<file path="config.mk">
export PLATFORM = sky130hd
export DESIGN_NAME = rectangle_magnetic_snap_unit_flat
export DESIGN_NICKNAME = d
export VERILOG_FILES = /design/src/rtl/rms_pkg.sv /design/src/rtl/rms_if.sv /design/src/rtl/rectangle_magnetic_snap_unit.sv /design/src/rtl/rms_div.sv /design/src/flat_wrapper.sv
export VERILOG_INCLUDE_DIRS = /design/src /design/src/rtl
export SDC_FILE = /design/constraint.sdc
export NUM_CORES = 2
export LEC_CHECK = 0
export BUFFER_PORTS_ARGS = -buffer_cell sky130_fd_sc_hd__buf_2
export CORE_UTILIZATION = 59
export DETAILED_ROUTE_END_ITERATION = 8
export GPL_ROUTABILITY_DRIVEN = 0
export PLACE_DENSITY = 0.78
export SYNTH_ARGS = -nofsm -noshare
export SYNTH_HDL_FRONTEND = slang
export SYNTH_SLANG_ARGS = --single-unit
</file>
<file path="constraint.sdc">
create_clock -name i_clk -period 9.4 [get_ports i_clk]
set_input_delay 1.41 -clock i_clk [delete_from_list [all_inputs] [get_ports i_clk]]
set_output_delay 1.41 -clock i_clk [all_outputs]
set_load 0.02 [all_outputs]
</file>
<file path="src/rtl/rectangle_magnetic_snap_unit_macros.svh">
// Assertion macros for the rectangle magnetic snap unit.
// Included by every RTL file that carries concurrent assertions.
`ifndef RECTANGLE_MAGNETIC_SNAP_UNIT_MACROS_SVH
`define RECTANGLE_MAGNETIC_SNAP_UNIT_MACROS_SVH

`ifndef SYNTHESIS
`define RMS_ASSERT(lbl, clk, rstn, prop, msg) \
    lbl: assert property (@(posedge clk) disable iff (!rstn) (prop)) else $error(msg);
`define RMS_ASSERT_NXT(lbl, clk, rstn, ante, cons, msg) \
    lbl: assert property (@(posedge clk) disable iff (!rstn) (ante) |=> (cons)) else $error(msg);
`else
`define RMS_ASSERT(lbl, clk, rstn, prop, msg)
`define RMS_ASSERT_NXT(lbl, clk, rstn, ante, cons, msg)
`endif

`endif

</file>
<file path="src/rtl/rms_pkg.sv">
// Shared widths, edge codes and helpers for the rectangle magnetic snap unit.
// No dependencies.
package rms_pkg;

    localparam int IN_XW   = 16;           // rect_x / rect_y
    localparam int IN_WW   = 15;           // rect_width / rect_height
    localparam int OW      = 25;           // offsets, 8 fractional bits
    localparam int CW      = 18;           // half-pixel coordinates
    localparam int VW      = 19;           // coordinate differences
    localparam int MW      = 25;           // multiplier operand width
    localparam int PW      = 2 * MW;       // multiplier product width
    localparam int NW      = 40;           // determinant / numerators
    localparam int FRAC_W  = 16;           // cut parameter fraction bits
    localparam int TW      = FRAC_W + 2;   // signed cut parameter
    localparam int PXW     = 28;           // hit points, 8 fractional bits
    localparam int LW      = PW + 1;       // squared length

    localparam int OUT_MAX = 16777215;
    localparam int OUT_MIN = -16777216;

    localparam logic signed [PW-1:0] ROUND_HALF = PW'(256);
    localparam int                   PT_SHIFT   = 9;
    localparam int                   C_SHIFT    = 7;

    localparam logic [1:0] EDGE_TOP    = 2'd0;
    localparam logic [1:0] EDGE_LEFT   = 2'd1;
    localparam logic [1:0] EDGE_RIGHT  = 2'd2;
    localparam logic [1:0] EDGE_BOTTOM = 2'd3;

    localparam logic OP_LOAD    = 1'b0;
    localparam logic OP_COMPARE = 1'b1;

    function automatic logic signed [OW-1:0] sat_out(input logic signed [PXW:0] v);
        logic signed [OW-1:0] r;
        if (v > (PXW+1)'(OUT_MAX)) begin
            r = OW'(OUT_MAX);
        end else if (v < (PXW+1)'(OUT_MIN)) begin
            r = OW'(OUT_MIN);
        end else begin
            r = OW'(v);
        end
        return r;
    endfunction

endpackage

</file>
<file path="src/rtl/rms_if.sv">
// Valid/ready channel interfaces for rectangle items and snap results.
// Depends on rms_pkg.
interface rms_item_if;
    logic                                    valid;
    logic                                    ready;
    logic                                    operation;
    logic signed [rms_pkg::IN_XW-1:0]        rect_x;
    logic signed [rms_pkg::IN_XW-1:0]        rect_y;
    logic        [rms_pkg::IN_WW-1:0]        rect_width;
    logic        [rms_pkg::IN_WW-1:0]        rect_height;
    logic                                    last_item;

    modport source (output valid, operation, rect_x, rect_y, rect_width, rect_height,
                    last_item, input ready);
    modport sink   (input valid, operation, rect_x, rect_y, rect_width, rect_height,
                    last_item, output ready);
endinterface

interface rms_result_if;
    logic                              valid;
    logic                              ready;
    logic signed [rms_pkg::OW-1:0]     offset_x;
    logic signed [rms_pkg::OW-1:0]     offset_y;
    logic                              moved;

    modport source (output valid, offset_x, offset_y, moved, input ready);
    modport sink   (input valid, offset_x, offset_y, moved, output ready);
endinterface

</file>
<file path="src/rtl/rectangle_magnetic_snap_unit.sv">
// Top level of the rectangle magnetic snap unit: sequencer, shared multiplier, state.
// Depends on rms_pkg, rms_if, rms_div and the macro header.
//
//  channel    | dir | handshake   | payload
//  i_item     | in  | valid/ready | operation, rect_x, rect_y, rect_width, rect_height, last_item
//  o_result   | out | valid/ready | offset_x, offset_y, moved
//  i_cfg_*    | in  | write en    | snap_enable
//
// One transaction at a time: a load, or a compare after a touch, skips the edge search; a
// full compare tries each edge on the shared 25x25 multiplier, and on each hit it runs
// the 16-step divider and then the hit point.
// Synchronous active-low reset clears control state.
// A new transaction is taken while a result waits; the sequencer holds at the end of a
// last item only if the previous result is still not taken.
`include "rectangle_magnetic_snap_unit_macros.svh"
module rectangle_magnetic_snap_unit (
    input  logic         i_clk,
    input  logic         i_rst_n,
    input  logic         i_cfg_wr_en,
    input  logic         i_cfg_wr_data,
    rms_item_if.sink     i_item,
    rms_result_if.source o_result
);
    import rms_pkg::*;

    typedef enum logic [19:0] {
        ST_IDLE   = 20'h00001,
        ST_SETUP  = 20'h00002,
        ST_EDGE   = 20'h00004,
        ST_M0     = 20'h00008,
        ST_M1     = 20'h00010,
        ST_M2     = 20'h00020,
        ST_M3     = 20'h00040,
        ST_NORM   = 20'h00080,
        ST_CHECK  = 20'h00100,
        ST_DIV    = 20'h00200,
        ST_PX     = 20'h00400,
        ST_PXA    = 20'h00800,
        ST_PY     = 20'h01000,
        ST_PYA    = 20'h02000,
        ST_RDONE  = 20'h04000,
        ST_CMP    = 20'h08000,
        ST_LENX   = 20'h10000,
        ST_LENY   = 20'h20000,
        ST_LCMP   = 20'h40000,
        ST_FINISH = 20'h80000
    } t_state;

    t_state r_state, n_state;

    logic                     r_op, r_last;
    logic signed [IN_XW-1:0]  r_rx, r_ry, r_dl, r_dt;
    logic        [IN_WW-1:0]  r_rw, r_rh, r_dw, r_dh;
    logic signed [CW-1:0]     r_c1x, r_c1y, r_eb;
    logic signed [VW-1:0]     r_v0x, r_v0y, r_qx, r_qy;
    logic                     r_rect, r_horiz;
    logic [1:0]               r_edge;
    logic signed [PW-1:0]     r_m0, r_m1;
    logic signed [NW-1:0]     r_det, r_n1, r_n2;
    logic signed [TW-1:0]     r_t, r_t1;
    logic signed [PXW-1:0]    r_px, r_py, r_p1x, r_p1y;
    logic signed [OW-1:0]     r_dx, r_dy, r_bdx, r_bdy;
    logic        [LW-1:0]     r_blen;
    logic                     r_touch, r_snap_en;
    logic                     r_o_valid, r_o_moved;
    logic signed [OW-1:0]     r_ox, r_oy;

    logic signed [CW-1:0]     c1x, c1y, c2x, c2y;
    logic signed [IN_XW-1:0]  sel_l, sel_t;
    logic        [IN_WW-1:0]  sel_w, sel_h;
    logic signed [CW-2:0]     lw, th;
    logic signed [CW-1:0]     x0, y0, x1, y1, w2, h2, s0x, s0y, eb;
    logic signed [MW-1:0]     mul_a, mul_b;
    logic signed [PW-1:0]     prod, rnd_sum, rnd_sh;
    logic signed [NW-1:0]     n2_raw;
    logic                     hit, out_free, o_moved_n;
    logic signed [PXW:0]      gap_x, gap_y;
    logic        [LW-1:0]     new_len;
    logic                     div_done;
    logic [FRAC_W:0]          div_q;

    assign c1x = $signed({r_dl[IN_XW-1], r_dl, 1'b0}) + $signed({3'b000, r_dw});
    assign c1y = $signed({r_dt[IN_XW-1], r_dt, 1'b0}) + $signed({3'b000, r_dh});
    assign c2x = $signed({r_rx[IN_XW-1], r_rx, 1'b0}) + $signed({3'b000, r_rw});
    assign c2y = $signed({r_ry[IN_XW-1], r_ry, 1'b0}) + $signed({3'b000, r_rh});

    assign sel_l = r_rect ? r_dl : r_rx;
    assign sel_t = r_rect ? r_dt : r_ry;
    assign sel_w = r_rect ? r_dw : r_rw;
    assign sel_h = r_rect ? r_dh : r_rh;
    assign lw    = $signed({sel_l[IN_XW-1], sel_l}) + $signed({2'b00, sel_w});
    assign th    = $signed({sel_t[IN_XW-1], sel_t}) + $signed({2'b00, sel_h});
    assign x0    = $signed({sel_l[IN_XW-1], sel_l, 1'b0});
    assign y0    = $signed({sel_t[IN_XW-1], sel_t, 1'b0});
    assign x1    = $signed({lw, 1'b0});
    assign y1    = $signed({th, 1'b0});
    assign w2    = $signed({2'b00, sel_w, 1'b0});
    assign h2    = $signed({2'b00, sel_h, 1'b0});
    assign s0x   = (r_edge == EDGE_TOP || r_edge == EDGE_LEFT) ? x0 : x1;
    assign s0y   = (r_edge == EDGE_TOP || r_edge == EDGE_LEFT) ? y0 : y1;

    always_comb begin
        case (r_edge)
            EDGE_TOP:   eb = w2;
            EDGE_LEFT:  eb = -h2;
            EDGE_RIGHT: eb = h2;
            default:    eb = -w2;
        endcase
    end

    // shared multiplier
    always_comb begin
        mul_a = '0;
        mul_b = '0;
        unique case (r_state)
            ST_M0:   begin mul_a = MW'(r_v0y); mul_b = MW'(r_qx); end
            ST_M1:   begin mul_a = MW'(r_v0x); mul_b = MW'(r_qy); end
            ST_M2:   begin mul_a = r_horiz ? MW'(r_v0y) : MW'(r_v0x); mul_b = MW'(r_eb); end
            ST_M3:   begin mul_a = r_horiz ? MW'(r_qy) : MW'(r_qx); mul_b = MW'(r_eb); end
            ST_PX:   begin mul_a = MW'(r_v0x); mul_b = MW'(r_t); end
            ST_PY:   begin mul_a = MW'(r_v0y); mul_b = MW'(r_t); end
            ST_LENX: begin mul_a = r_dx; mul_b = r_dx; end
            ST_LENY: begin mul_a = r_dy; mul_b = r_dy; end
            default: begin mul_a = '0; mul_b = '0; end
        endcase
    end
    assign prod = mul_a * mul_b;

    assign rnd_sum = r_m0 + ROUND_HALF;
    assign rnd_sh  = rnd_sum >>> PT_SHIFT;
    assign n2_raw  = NW'(r_m1 - r_m0);
    assign hit     = (r_det != '0) && !r_n1[NW-1] && (r_n1 <= r_det)
                     && !r_n2[NW-1] && (r_n2 <= r_det);
    assign gap_x   = $signed({r_p1x[PXW-1], r_p1x}) - $signed({r_px[PXW-1], r_px});
    assign gap_y   = $signed({r_p1y[PXW-1], r_p1y}) - $signed({r_py[PXW-1], r_py});
    assign new_len = LW'($unsigned(r_m0)) + LW'($unsigned(r_m1));
    assign out_free  = !r_o_valid || o_result.ready;
    assign o_moved_n = (r_bdx != '0) || (r_bdy != '0);

    rms_div #(
        .DIV_W  (NW),
        .FRAC_W (FRAC_W)
    ) u_div (
        .i_clk   (i_clk),
        .i_rst_n (i_rst_n),
        .i_start (r_state == ST_CHECK && hit),
        .i_num   ($unsigned(r_n1)),
        .i_den   ($unsigned(r_det)),
        .o_done  (div_done),
        .o_quot  (div_q)
    );

    always_comb begin
        n_state = r_state;
        unique case (r_state)
            ST_IDLE:   if (i_item.valid && i_item.ready) n_state = ST_SETUP;
            ST_SETUP:  n_state = (r_op == OP_LOAD || r_touch) ? ST_FINISH : ST_EDGE;
            ST_EDGE:   n_state = ST_M0;
            ST_M0:     n_state = ST_M1;
            ST_M1:     n_state = ST_M2;
            ST_M2:     n_state = ST_M3;
            ST_M3:     n_state = ST_NORM;
            ST_NORM:   n_state = ST_CHECK;
            ST_CHECK: begin
                if (hit) begin
                    n_state = ST_DIV;
                end else if (r_edge == EDGE_BOTTOM) begin
                    n_state = ST_RDONE;
                end else begin
                    n_state = ST_EDGE;
                end
            end
            ST_DIV:    if (div_done) n_state = ST_PX;
            ST_PX:     n_state = ST_PXA;
            ST_PXA:    n_state = ST_PY;
            ST_PY:     n_state = ST_PYA;
            ST_PYA:    n_state = ST_RDONE;
            ST_RDONE:  n_state = r_rect ? ST_CMP : ST_EDGE;
            ST_CMP:    n_state = (r_t1 > r_t) ? ST_LENX : ST_FINISH;
            ST_LENX:   n_state = ST_LENY;
            ST_LENY:   n_state = ST_LCMP;
            ST_LCMP:   n_state = ST_FINISH;
            ST_FINISH: if (!r_last || out_free) n_state = ST_IDLE;
            default:   n_state = ST_IDLE;
        endcase
    end

    always_ff @(posedge i_clk) begin
        if (!i_rst_n) begin
            r_state   <= ST_IDLE;
            r_snap_en <= 1'b1;
            r_touch   <= 1'b0;
            r_o_valid <= 1'b0;
            r_dl      <= '0;
            r_dt      <= '0;
            r_dw      <= '0;
            r_dh      <= '0;
            r_bdx     <= '0;
            r_bdy     <= '0;
            r_blen    <= '0;
        end else begin
            r_state <= n_state;
            if (i_cfg_wr_en) begin
                r_snap_en <= i_cfg_wr_data;
            end
            if (r_state == ST_FINISH && r_last && out_free) begin
                r_o_valid <= 1'b1;
            end else if (o_result.ready) begin
                r_o_valid <= 1'b0;
            end
            unique case (r_state)
                ST_SETUP: begin
                    if (r_op == OP_LOAD) begin
                        r_dl    <= r_rx;
                        r_dt    <= r_ry;
                        r_dw    <= r_rw;
                        r_dh    <= r_rh;
                        r_bdx   <= '0;
                        r_bdy   <= '0;
                        r_blen  <= '0;
                        r_touch <= 1'b0;
                    end
                end
                ST_CMP: begin
                    if (!(r_t1 > r_t)) begin
                        r_touch <= 1'b1;
                    end
                end
                ST_LCMP: begin
                    if (new_len < r_blen || r_blen == '0) begin
                        r_bdx  <= r_dx;
                        r_bdy  <= r_dy;
                        r_blen <= new_len;
                    end
                end
                default: begin
                end
            endcase
        end
    end

    // datapath registers
    always_ff @(posedge i_clk) begin
        unique case (r_state)
            ST_IDLE: begin
                r_op   <= i_item.operation;
                r_rx   <= i_item.rect_x;
                r_ry   <= i_item.rect_y;
                r_rw   <= i_item.rect_width;
                r_rh   <= i_item.rect_height;
                r_last <= i_item.last_item;
            end
            ST_SETUP: begin
                r_c1x  <= c1x;
                r_c1y  <= c1y;
                r_v0x  <= VW'(c2x) - VW'(c1x);
                r_v0y  <= VW'(c2y) - VW'(c1y);
                r_rect <= 1'b0;
                r_edge <= EDGE_TOP;
            end
            ST_EDGE: begin
                r_qx    <= VW'(s0x) - VW'(r_c1x);
                r_qy    <= VW'(s0y) - VW'(r_c1y);
                r_eb    <= eb;
                r_horiz <= (r_edge == EDGE_TOP || r_edge == EDGE_BOTTOM);
            end
            ST_M0:   r_m0  <= prod;
            ST_M1:   r_m1  <= prod;
            ST_M2:   r_det <= NW'(prod);
            ST_M3:   r_n1  <= NW'(prod);
            ST_NORM: begin
                if (r_det[NW-1]) begin
                    r_det <= -r_det;
                    r_n1  <= -r_n1;
                    r_n2  <= -n2_raw;
                end else begin
                    r_n2  <= n2_raw;
                end
            end
            ST_CHECK: begin
                if (!hit) begin
                    r_edge <= r_edge + 2'd1;
                    r_t    <= '1;
                    r_px   <= '0;
                    r_py   <= '0;
                end
            end
            ST_DIV:  if (div_done) r_t <= TW'(div_q);
            ST_PX:   r_m0 <= prod;
            ST_PXA:  r_px <= (PXW'(r_c1x) <<< C_SHIFT) + PXW'(rnd_sh);
            ST_PY:   r_m0 <= prod;
            ST_PYA:  r_py <= (PXW'(r_c1y) <<< C_SHIFT) + PXW'(rnd_sh);
            ST_RDONE: begin
                if (!r_rect) begin
                    r_t1   <= r_t;
                    r_p1x  <= r_px;
                    r_p1y  <= r_py;
                    r_rect <= 1'b1;
                    r_edge <= EDGE_TOP;
                end
            end
            ST_CMP: begin
                r_dx <= sat_out(gap_x);
                r_dy <= sat_out(gap_y);
            end
            ST_LENX: r_m0 <= prod;
            ST_LENY: r_m1 <= prod;
            ST_FINISH: begin
                if (r_last && out_free) begin
                    if (r_snap_en && !r_touch) begin
                        r_ox      <= r_bdx;
                        r_oy      <= r_bdy;
                        r_o_moved <= o_moved_n;
                    end else begin
                        r_ox      <= '0;
                        r_oy      <= '0;
                        r_o_moved <= 1'b0;
                    end
                end
            end
            default: begin
            end
        endcase
    end

    assign i_item.ready      = (r_state == ST_IDLE) && i_rst_n;
    assign o_result.valid    = r_o_valid;
    assign o_result.offset_x = r_ox;
    assign o_result.offset_y = r_oy;
    assign o_result.moved    = r_o_moved;

    `RMS_ASSERT(a_moved_match, i_clk, i_rst_n, !o_result.valid || (o_result.moved == ((o_result.offset_x != '0) || (o_result.offset_y != '0))), "moved flag disagrees with offset")
    `RMS_ASSERT_NXT(a_accept_busy, i_clk, i_rst_n, i_item.valid && i_item.ready, r_state != ST_IDLE, "sequencer did not start on accepted transaction")
    `RMS_ASSERT(a_len_zero, i_clk, i_rst_n, (r_blen == '0) == ((r_bdx == '0) && (r_bdy == '0)), "kept length and kept vector disagree")
endmodule

</file>
<file path="src/rtl/rms_div.sv">
// Iterative fraction divider: floor(num * 2^FRAC_W / den) for 0 <= num <= den.
// One quotient bit per cycle. Depends on rms_pkg and the macro header.
`include "rectangle_magnetic_snap_unit_macros.svh"
module rms_div #(
    parameter int DIV_W  = rms_pkg::NW,
    parameter int FRAC_W = rms_pkg::FRAC_W
) (
    input  logic              i_clk,
    input  logic              i_rst_n,
    input  logic              i_start,
    input  logic [DIV_W-1:0]  i_num,
    input  logic [DIV_W-1:0]  i_den,
    output logic              o_done,
    output logic [FRAC_W:0]   o_quot
);
    import rms_pkg::*;

    localparam int CNT_W = $clog2(FRAC_W + 1);

    logic [DIV_W-1:0]  r_rem;
    logic [DIV_W-1:0]  r_den;
    logic              r_int;
    logic [FRAC_W-1:0] r_frac;
    logic [CNT_W-1:0]  r_cnt;
    logic              r_busy;
    logic              r_done;
    logic [DIV_W:0]    rem2;
    logic              ge;

    assign rem2 = {r_rem, 1'b0};
    assign ge   = rem2 >= {1'b0, r_den};

    always_ff @(posedge i_clk) begin
        if (!i_rst_n) begin
            r_busy <= 1'b0;
            r_done <= 1'b0;
            r_cnt  <= '0;
        end else begin
            r_done <= 1'b0;
            if (i_start) begin
                r_busy <= 1'b1;
                r_cnt  <= CNT_W'(FRAC_W);
            end else if (r_busy) begin
                r_cnt <= r_cnt - CNT_W'(1);
                if (r_cnt == CNT_W'(1)) begin
                    r_busy <= 1'b0;
                    r_done <= 1'b1;
                end
            end
        end
    end

    always_ff @(posedge i_clk) begin
        if (i_start) begin
            r_den  <= i_den;
            r_int  <= (i_num == i_den);
            r_rem  <= (i_num == i_den) ? '0 : i_num;
            r_frac <= '0;
        end else if (r_busy) begin
            r_rem  <= ge ? DIV_W'(rem2 - {1'b0, r_den}) : DIV_W'(rem2);
            r_frac <= {r_frac[FRAC_W-2:0], ge};
        end
    end

    assign o_done = r_done;
    assign o_quot = {r_int, r_frac};

    `RMS_ASSERT(a_no_restart, i_clk, i_rst_n, !(i_start && r_busy), "divider restarted while busy")
    `RMS_ASSERT(a_rem_below, i_clk, i_rst_n, !r_busy || (r_rem < r_den), "remainder not below divisor")
    `RMS_ASSERT(a_quot_max, i_clk, i_rst_n, !r_done || !r_int || (r_frac == '0), "quotient above one")
endmodule

</file>
<file path="src/flat_wrapper.sv">
// flat-port wrapper written by rule: the top's interface ports become plain ports
module rectangle_magnetic_snap_unit_flat import rms_pkg::*;
  (i_clk, i_rst_n, i_cfg_wr_en, i_cfg_wr_data, i_item_valid, i_item_operation, i_item_rect_x, i_item_rect_y, i_item_rect_width, i_item_rect_height, i_item_last_item, i_item_ready, o_result_valid, o_result_offset_x, o_result_offset_y, o_result_moved, o_result_ready);
  rms_item_if i_item_i ();
  rms_result_if o_result_i ();
  input  logic i_clk;
  input  logic i_rst_n;
  input  logic i_cfg_wr_en;
  input  logic i_cfg_wr_data;
  input wire logic [$bits(i_item_i.valid)-1:0] i_item_valid;
  input wire logic [$bits(i_item_i.operation)-1:0] i_item_operation;
  input wire logic [$bits(i_item_i.rect_x)-1:0] i_item_rect_x;
  input wire logic [$bits(i_item_i.rect_y)-1:0] i_item_rect_y;
  input wire logic [$bits(i_item_i.rect_width)-1:0] i_item_rect_width;
  input wire logic [$bits(i_item_i.rect_height)-1:0] i_item_rect_height;
  input wire logic [$bits(i_item_i.last_item)-1:0] i_item_last_item;
  output wire logic [$bits(i_item_i.ready)-1:0] i_item_ready;
  output wire logic [$bits(o_result_i.valid)-1:0] o_result_valid;
  output wire logic [$bits(o_result_i.offset_x)-1:0] o_result_offset_x;
  output wire logic [$bits(o_result_i.offset_y)-1:0] o_result_offset_y;
  output wire logic [$bits(o_result_i.moved)-1:0] o_result_moved;
  input wire logic [$bits(o_result_i.ready)-1:0] o_result_ready;
  assign i_item_i.valid = i_item_valid;
  assign i_item_i.operation = i_item_operation;
  assign i_item_i.rect_x = i_item_rect_x;
  assign i_item_i.rect_y = i_item_rect_y;
  assign i_item_i.rect_width = i_item_rect_width;
  assign i_item_i.rect_height = i_item_rect_height;
  assign i_item_i.last_item = i_item_last_item;
  assign i_item_ready = i_item_i.ready;
  assign o_result_valid = o_result_i.valid;
  assign o_result_offset_x = o_result_i.offset_x;
  assign o_result_offset_y = o_result_i.offset_y;
  assign o_result_moved = o_result_i.moved;
  assign o_result_i.ready = o_result_ready;
  rectangle_magnetic_snap_unit u_core (.i_clk(i_clk), .i_rst_n(i_rst_n), .i_cfg_wr_en(i_cfg_wr_en), .i_cfg_wr_data(i_cfg_wr_data), .i_item(i_item_i), .o_result(o_result_i));
endmodule
</file>
Word level (Yosys, flattened, before mapping)

Index checks and enable logic that the tools add are counted.

Multiplexer cells: 60
Reduce and logical (&&, ||, !) cells: 59
Bitwise operators: 4
Order comparisons: 9
$add $sub $neg: 25
Equal/unequal tests: 34
Multiply operators: 1

Operators by type and width:

| cell                   | count |
|---|---|
| $pmux W20 S20          | 1 |
| $pmux W25 S6           | 2 |
| $mux W40               | 7 |
| $mux W25               | 7 |
| $pmux W40 S2           | 2 |
| $mux W20               | 6 |
| $neg A40 Y40           | 3 |
| $pmux W28 S2           | 2 |
| $mux W51               | 2 |
| $pmux W51 S2           | 1 |
| $pmux W25 S2           | 2 |
| $le A40 B40 Y1         | 2 |
| $sub A40 B40 Y40       | 2 |
| $sub A18 B18 Y19       | 4 |
| $add A17 B16 Y18       | 4 |
| $mux W18               | 4 |
| $gt A29 B25 Y1 const B | 2 |
| $lt A29 B25 Y1 const B | 2 |
| $sub A28 B28 Y29       | 2 |
| $add A25 B28 Y28       | 2 |
| $pmux W18 S3           | 1 |
| $add A50 B50 Y51       | 1 |
| $logic_not A51 Y1      | 1 |
| $lt A51 B51 Y1         | 1 |
| other kinds (57)       | 129 |

Output and inout bits: 53
Bits in registers: 957
Word-level logic and storage cells: 244
Input bits: 70

Longest topological paths before layout

Depth in word-level cells: 7
Gate-level depth with buffers: 41
Depth with buffers taken out: 37

Modules after synthesis

Synthesis repeated with hierarchy kept, for this count alone.

Cells, all modules: 8737
Area, all modules: 83201.0 µm²

Modules (own cells, without submodules):

| module                       | times used | area an instance (µm²) | seq. area each (µm²) | cells an instance |
|---|---|---|---|---|
| rectangle_magnetic_snap_unit | 1          | 76233.1                | 23722.8              | 7996 |
| rms_div                      | 1          | 6967.9                 | 2892.8               | 741 |

Worst setup path after synthesis

No wires, ideal clock.

Path type: register -> register
From: register u_core.r_state[19]
To: register u_core.r_m0[49] (data pin)
Required time: 9.136 ns
Setup time: 0.264 ns
Stages on the path, launching flop included: 41
Setup slack: -0.710 ns
Buffers on the path: 5
Data arrival time: 9.846 ns
Clock period less this slack: 10.110 ns
Path through: dfxtp_1 > or4_1 > nor2b_1 > nand2_1 > or3_1 > or3b_2 > clkbuf_1 > inv_1 > a221o_1 > clkbuf_1 > a221o_1 > clkbuf_1 > a221o_1 > clkbuf_1 > nand2_1 > fa_1 > inv_1 > fa_1 > [... 5 more ...] > fa_1 > inv_1 > fa_1 > inv_1 > ha_1 > clkbuf_1 > a21o_1 > a21o_1 > a21o_1 > a21o_1 > a21oi_1 > o21ai_0 > a41oi_1 > o2111ai_1 > a41o_1 > a221oi_1 > o21bai_1 > xnor2_1

Longest elaborated chain between the ends: 4
Elaborated cells on any way between the ends: 15
Those cells by class: mul: 1; eq/ne: 8; mux: 2; reduce/logical: 4

RTL lines:

| item                                        | RTL line                            | source |
|---|---|---|
| start, declared                             | rectangle_magnetic_snap_unit.sv:49  | `t_state r_state, n_state;` |
| start signal, assigned                      | rectangle_magnetic_snap_unit.sv:202 | `r_state <= n_state;` |
| $eq A20 B4 Y1, or another cell as far along | rectangle_magnetic_snap_unit.sv:115 | `unique case (r_state)` |
| $reduce_or A2 Y1 (no source line)           | --                                  |  |
| $pmux W25 S6                                | rectangle_magnetic_snap_unit.sv:115 |  |
| $mul A25 B25 Y50 *                          | rectangle_magnetic_snap_unit.sv:127 | `assign prod = mul_a * mul_b;` |
| net u_core.prod[49]                         | rectangle_magnetic_snap_unit.sv:74  | `logic signed [PW-1:0] prod, rnd_sum, rnd_sh;` |
| end signal, assigned                        | rectangle_magnetic_snap_unit.sv:267 | `ST_M0: r_m0 <= prod;` |
| end signal, assigned                        | rectangle_magnetic_snap_unit.sv:289 | `ST_PX: r_m0 <= prod;` |
| end signal, assigned                        | rectangle_magnetic_snap_unit.sv:291 | `ST_PY: r_m0 <= prod;` |
| end, declared                               | rectangle_magnetic_snap_unit.sv:58  | `logic signed [PW-1:0] r_m0, r_m1;` |

Mark *: on every way through the listed nets, which the timed path passes. The rest lies on a longest branch.
A chain may end at the register's enable or synchronous reset.

Worst setup path after layout

From: register u_core.r_state[17]
To: register u_core.r_n1[31] (data pin)

Longest elaborated chain between the ends: 5
Elaborated cells on any way between the ends: 17
Those cells by class: mul: 1; eq/ne: 9; mux: 3; reduce/logical: 4

RTL lines:

| item                                        | RTL line                            | source |
|---|---|---|
| $eq A20 B4 Y1, or another cell as far along | rectangle_magnetic_snap_unit.sv:115 |  |
| $reduce_or A2 Y1 (no source line)           | --                                  |  |
| $pmux W25 S6                                | rectangle_magnetic_snap_unit.sv:115 |  |
| $mul A25 B25 Y50 *                          | rectangle_magnetic_snap_unit.sv:127 |  |
| net u_core.prod[31]                         | rectangle_magnetic_snap_unit.sv:74  |  |
| $pmux W40 S2 *                              | rectangle_magnetic_snap_unit.sv:244 | `unique case (r_state)` |
| end signal, assigned                        | rectangle_magnetic_snap_unit.sv:270 | `ST_M3: r_n1 <= NW'(prod);` |
| end signal, assigned                        | rectangle_magnetic_snap_unit.sv:274 | `r_n1 <= -r_n1;` |
| end, declared                               | rectangle_magnetic_snap_unit.sv:59  | `logic signed [NW-1:0] r_det, r_n1, r_n2;` |

Marked as above.

==> flow_summary.json <==
{
  "hold_path.class": "flip-flop to flip-flop",
  "drt_wl_total_mm": 257,
  "grt_pass1_vias": 67400,
  "dp.cells": 10800,
  "critPathMaxFanout": 17,
  "clockBufferDepth": 3,
  "grt_pass1_wl_mm": 387,
  "required_ns": 9.80,
  "worst_pin_slew_ns": 1.32,
  "rsz0062_at_grt": "yes",
  "via_per_inst": 6.20,
  "cts_num_sinks": 956,
  "slowest_delay_ns": 0.78,
  "path_depth": 36,
  "start_util": 0.598,
  "drc": 508,
  "finalNonFillerCells": 11000,
  "rrSetupSlack_ns": -0.15,
  "fmax_mhz": 105,
  "endpoint_kind": "flip-flop",
  "synth_top_area_cell": "edfxtp_1",
  "r2r_start": "u_core.r_state[17]",
  "clkLatencyLatePin_ns": 0.77,
  "slowest_stage": "a211oi_2",
  "cp.buffers_inverters": 6,
  "p_per_area_nw_per_um2": 121,
  "grt_max_degree": 101,
  "die_w_um": 376,
  "cts_buffers": 100,
  "wl_per_cell_um": 23.3,
  "layout-drive-gt1-share": 0.119,
  "crit_top_cell": "fa_1",
  "place_area_um2": 88700,
  "nNetsFinal": 10500,
  "ant_nets": 0,
  "portBuffers": 122,
  "area_growth_pct": 13.0,
  "violations": "design-rule violations, negative setup slack",
  "synth.cell_area_um2": 82600,
  "netlist_instances": 8657,
  "grtUsageTotal": 0.358,
  "clk_pin_slew_worst_paths_ns": 0.07,
  "status": "complete, but fails checks",
  "antenna_found_initial": 11,
  "rr_worst_depth": 36,
  "synth_top_flop_cell": "edfxtp_1",
  "grt-ovfl-total": 0,
  "synth_seq_area_share": 0.322,
  "synthArstFlopShare": 0,
  "tritoncts": "built",
  "vias": 68400,
  "worst_slack_ns": -0.154,
  "crit_type": "flip-flop to flip-flop",
  "io-pin-count": 123,
  "fin_total_pwr_mw": 11.3,
  "fin_skew_ns": 0.124,
  "synth_edf_count": 747,
  "yosys_warnings": 0,
  "cap_violations": 0,
  "die_area_um2": 141000,
  "power.leakage_nw": 41.5,
  "holdWs_ns": 0.429,
  "fin_crit_sh": 1.02,
  "synth_area_leaders": "edfxtp_1 27%, fa_1 17%, ha_1 10%, inv_1 5.6%, dfxtp_1 5.1%",
  "htreeDepth": 3,
  "stdcell_area_um2": 93300,
  "crit_end": "u_core.r_n1[31]",
  "syn_nets": 10100,
  "drt_iter0_markers": 8359,
  "hold_viol_final": 0,
  "critPathTopFamily": "adder cells",
  "dpl.hpwl_mm": 201,
  "yosysUniqueCellTypes": 85,
  "drt-pass1-iter-count": 9,
  "startpoint": "u_core.r_state[17]",
  "worstSetupStartpointType": "flip-flop",
  "vdd_drop_max_uv": 205,
  "cts-root-buf": "clkbuf_16",
  "rows": 136,
  "drv_slew": 0,
  "yosysTopAreaCellShare": 0.272,
  "nFillCells": 10300,
  "worstPathArrival_ns": 9.95,
  "slew_headroom": 0.113,
  "min_period_ns": 9.55,
  "syn_area_per_cell_um2": 9.54,
  "coreArea_um2": 138000,
  "die_h_um": 376,
  "cts_hold_buf": 0,
  "finalSetupViolations": 26,
  "ys_ff_latch": 956,
  "timing.rr.end": "u_core.r_n1[31]"
}
==> final cells by class <==
type	instances	area (µm²)	area share
clock inverter	56	667	0.00715
tap	1863	2330	0.0250
inverter	1239	4650	0.0499
clock buffer	132	2760	0.0295
multi-input combinational	6139	51000	0.547
sequential	956	26600	0.285
timing repair buffer	647	5220	0.0559
antenna	1	2.50	0.0000268
==> registers in the layout, summed over array words and instances, names as in the netlist, 40 cells and up <==
signal and flops:
u_core.r_blen 51, u_core.r_det 40, u_core.r_m0 50, u_core.r_m1 50
u_core.r_n1 40, u_core.r_n2 40, u_core.u_div.r_den 40, u_core.u_div.r_rem 40
==> what timing repair did <==
action,in CTS,in global routing
buffers inserted,16,31
pin swaps,35,63
gates cloned,2,2
endpoints found under the hold margin,0,0
gates resized for setup,65,114
setup endpoints to repair,60,100
==> how the worst min path moves through the flow <==
stage / from / endpoint / slack (ns) / depth (start not counted)
finish: u_core.r_px[11] / u_core.r_p1x[11] / 0.43 / 0
detailed placement: u_core.r_px[15] / u_core.r_p1x[15] / 0.44 / 0
CTS: u_core.r_px[11] / u_core.r_p1x[11] / 0.44 / 0
global route: u_core.r_px[11] / u_core.r_p1x[11] / 0.44 / 0
global placement: u_core.r_det[5] / u_core.u_div.r_den[5] / 0.43 / 0
floorplan: u_core.r_px[10] / u_core.r_p1x[10] / 0.43 / 0
==> power by group <==
group          switching, mW  leakage (nW)  total (mW)  internal, mW
clock network           1.79          1.64        4.11          2.32
logic                   1.33          31.2        2.17         0.844
registers              0.176          8.64        4.98          4.81
total                   3.30          41.5        11.3          7.97
==> Yosys cell counts (all sizes together), types with 27 or more instances <==
library cell and number:
and2 92, clkbuf 300, or2 27, nor4 69, o211ai 28, a221oi 39
nand2 830, a221o 40, o31ai 32, inv 1237, fa 701, or4 31
a21oi 550, o21ai 363, nor2b 62, nand2b 82, nand3 226, o21bai 85
mux2 58, mux2i 64, o21a 48, dfxtp 209, a21o 171, xnor2 359
and3 49, nand4 61, a31oi 37, edfxtp 747, xor2 163, ha 660
a211oi 56, or3 47, nor3 117, nor2 719
==> stage by stage <==
step	TNS (ns)	worst slack [ns]	utilization
4_1_cts	0	0.00860	0.670
5_1_grt	-11.97	-0.382	0.675
3_5_place_dp	-10.33	-0.450	0.642
6_report	-1.59	-0.154	0.675
2_1_floorplan	0	0.00153	-
3_3_place_gp	-3.55	-0.256	0.642
==> worst register-to-register path, delay by kind of cell, from the launching register on <==
family          cells  cell delay (ns)
mux                 1             0.27
simple gates       13             1.62
xor+xnor            1             0.12
flops               1             0.39
fa+ha+maj           8             3.91
compound gates      7             2.39
buf+inv             6             0.55
==> cells by family (layout without fill, tap and decap cells) <==
family / count (synthesis) / after routing / share of synthesized area
AOI/OAI and AO/OA: 1660 / 1660 / 0.128
other: 0 / 1 / 0
buffers and inverters: 1562 / 2074 / 0.0711
adders and majority gates: 1361 / 1361 / 0.270
DFF: 956 / 956 / 0.322
xor gates and xnor gates: 522 / 522 / 0.0554
and+or+nand+nor: 2474 / 2474 / 0.137
muxes: 122 / 122 / 0.0157
==> routing by layer <==
metal	global-route usage	vias to the layer above	part of all wire	routed length (µm)
li1	-	30200	-	-
met1	0.428	33000	0.35	89600
met2	0.553	4156	0.44	113000
met3	0.102	1085	0.12	30500
met4	0.266	6	0.090	23000
met5	0	-	0.00016	41
==> layout by cell type, fill, tap and decap left out, types with 58 or more instances in the layout <==
cell type,synthesis,routed
nand2b_1,82,82
edfxtp_1,747,747
buf_2,7,122
fa_1,701,696
nor3_1,117,116
a21oi_1,550,539
xor2_1,163,158
a21o_1,171,171
nor4_1,69,64
nor2b_1,62,60
nand4_1,61,61
dfxtp_1,209,207
nand2_1,830,820
o21bai_1,85,83
clkbuf_16,0,106
xnor2_1,359,355
nor2_1,719,712
mux2_2,58,58
buf_4,0,463
and2_1,92,91
inv_1,1234,1217
nand3_1,226,225
ha_1,660,645
mux2i_1,64,64
o21ai_0,347,326
Power figures use the tool's default switching activity.
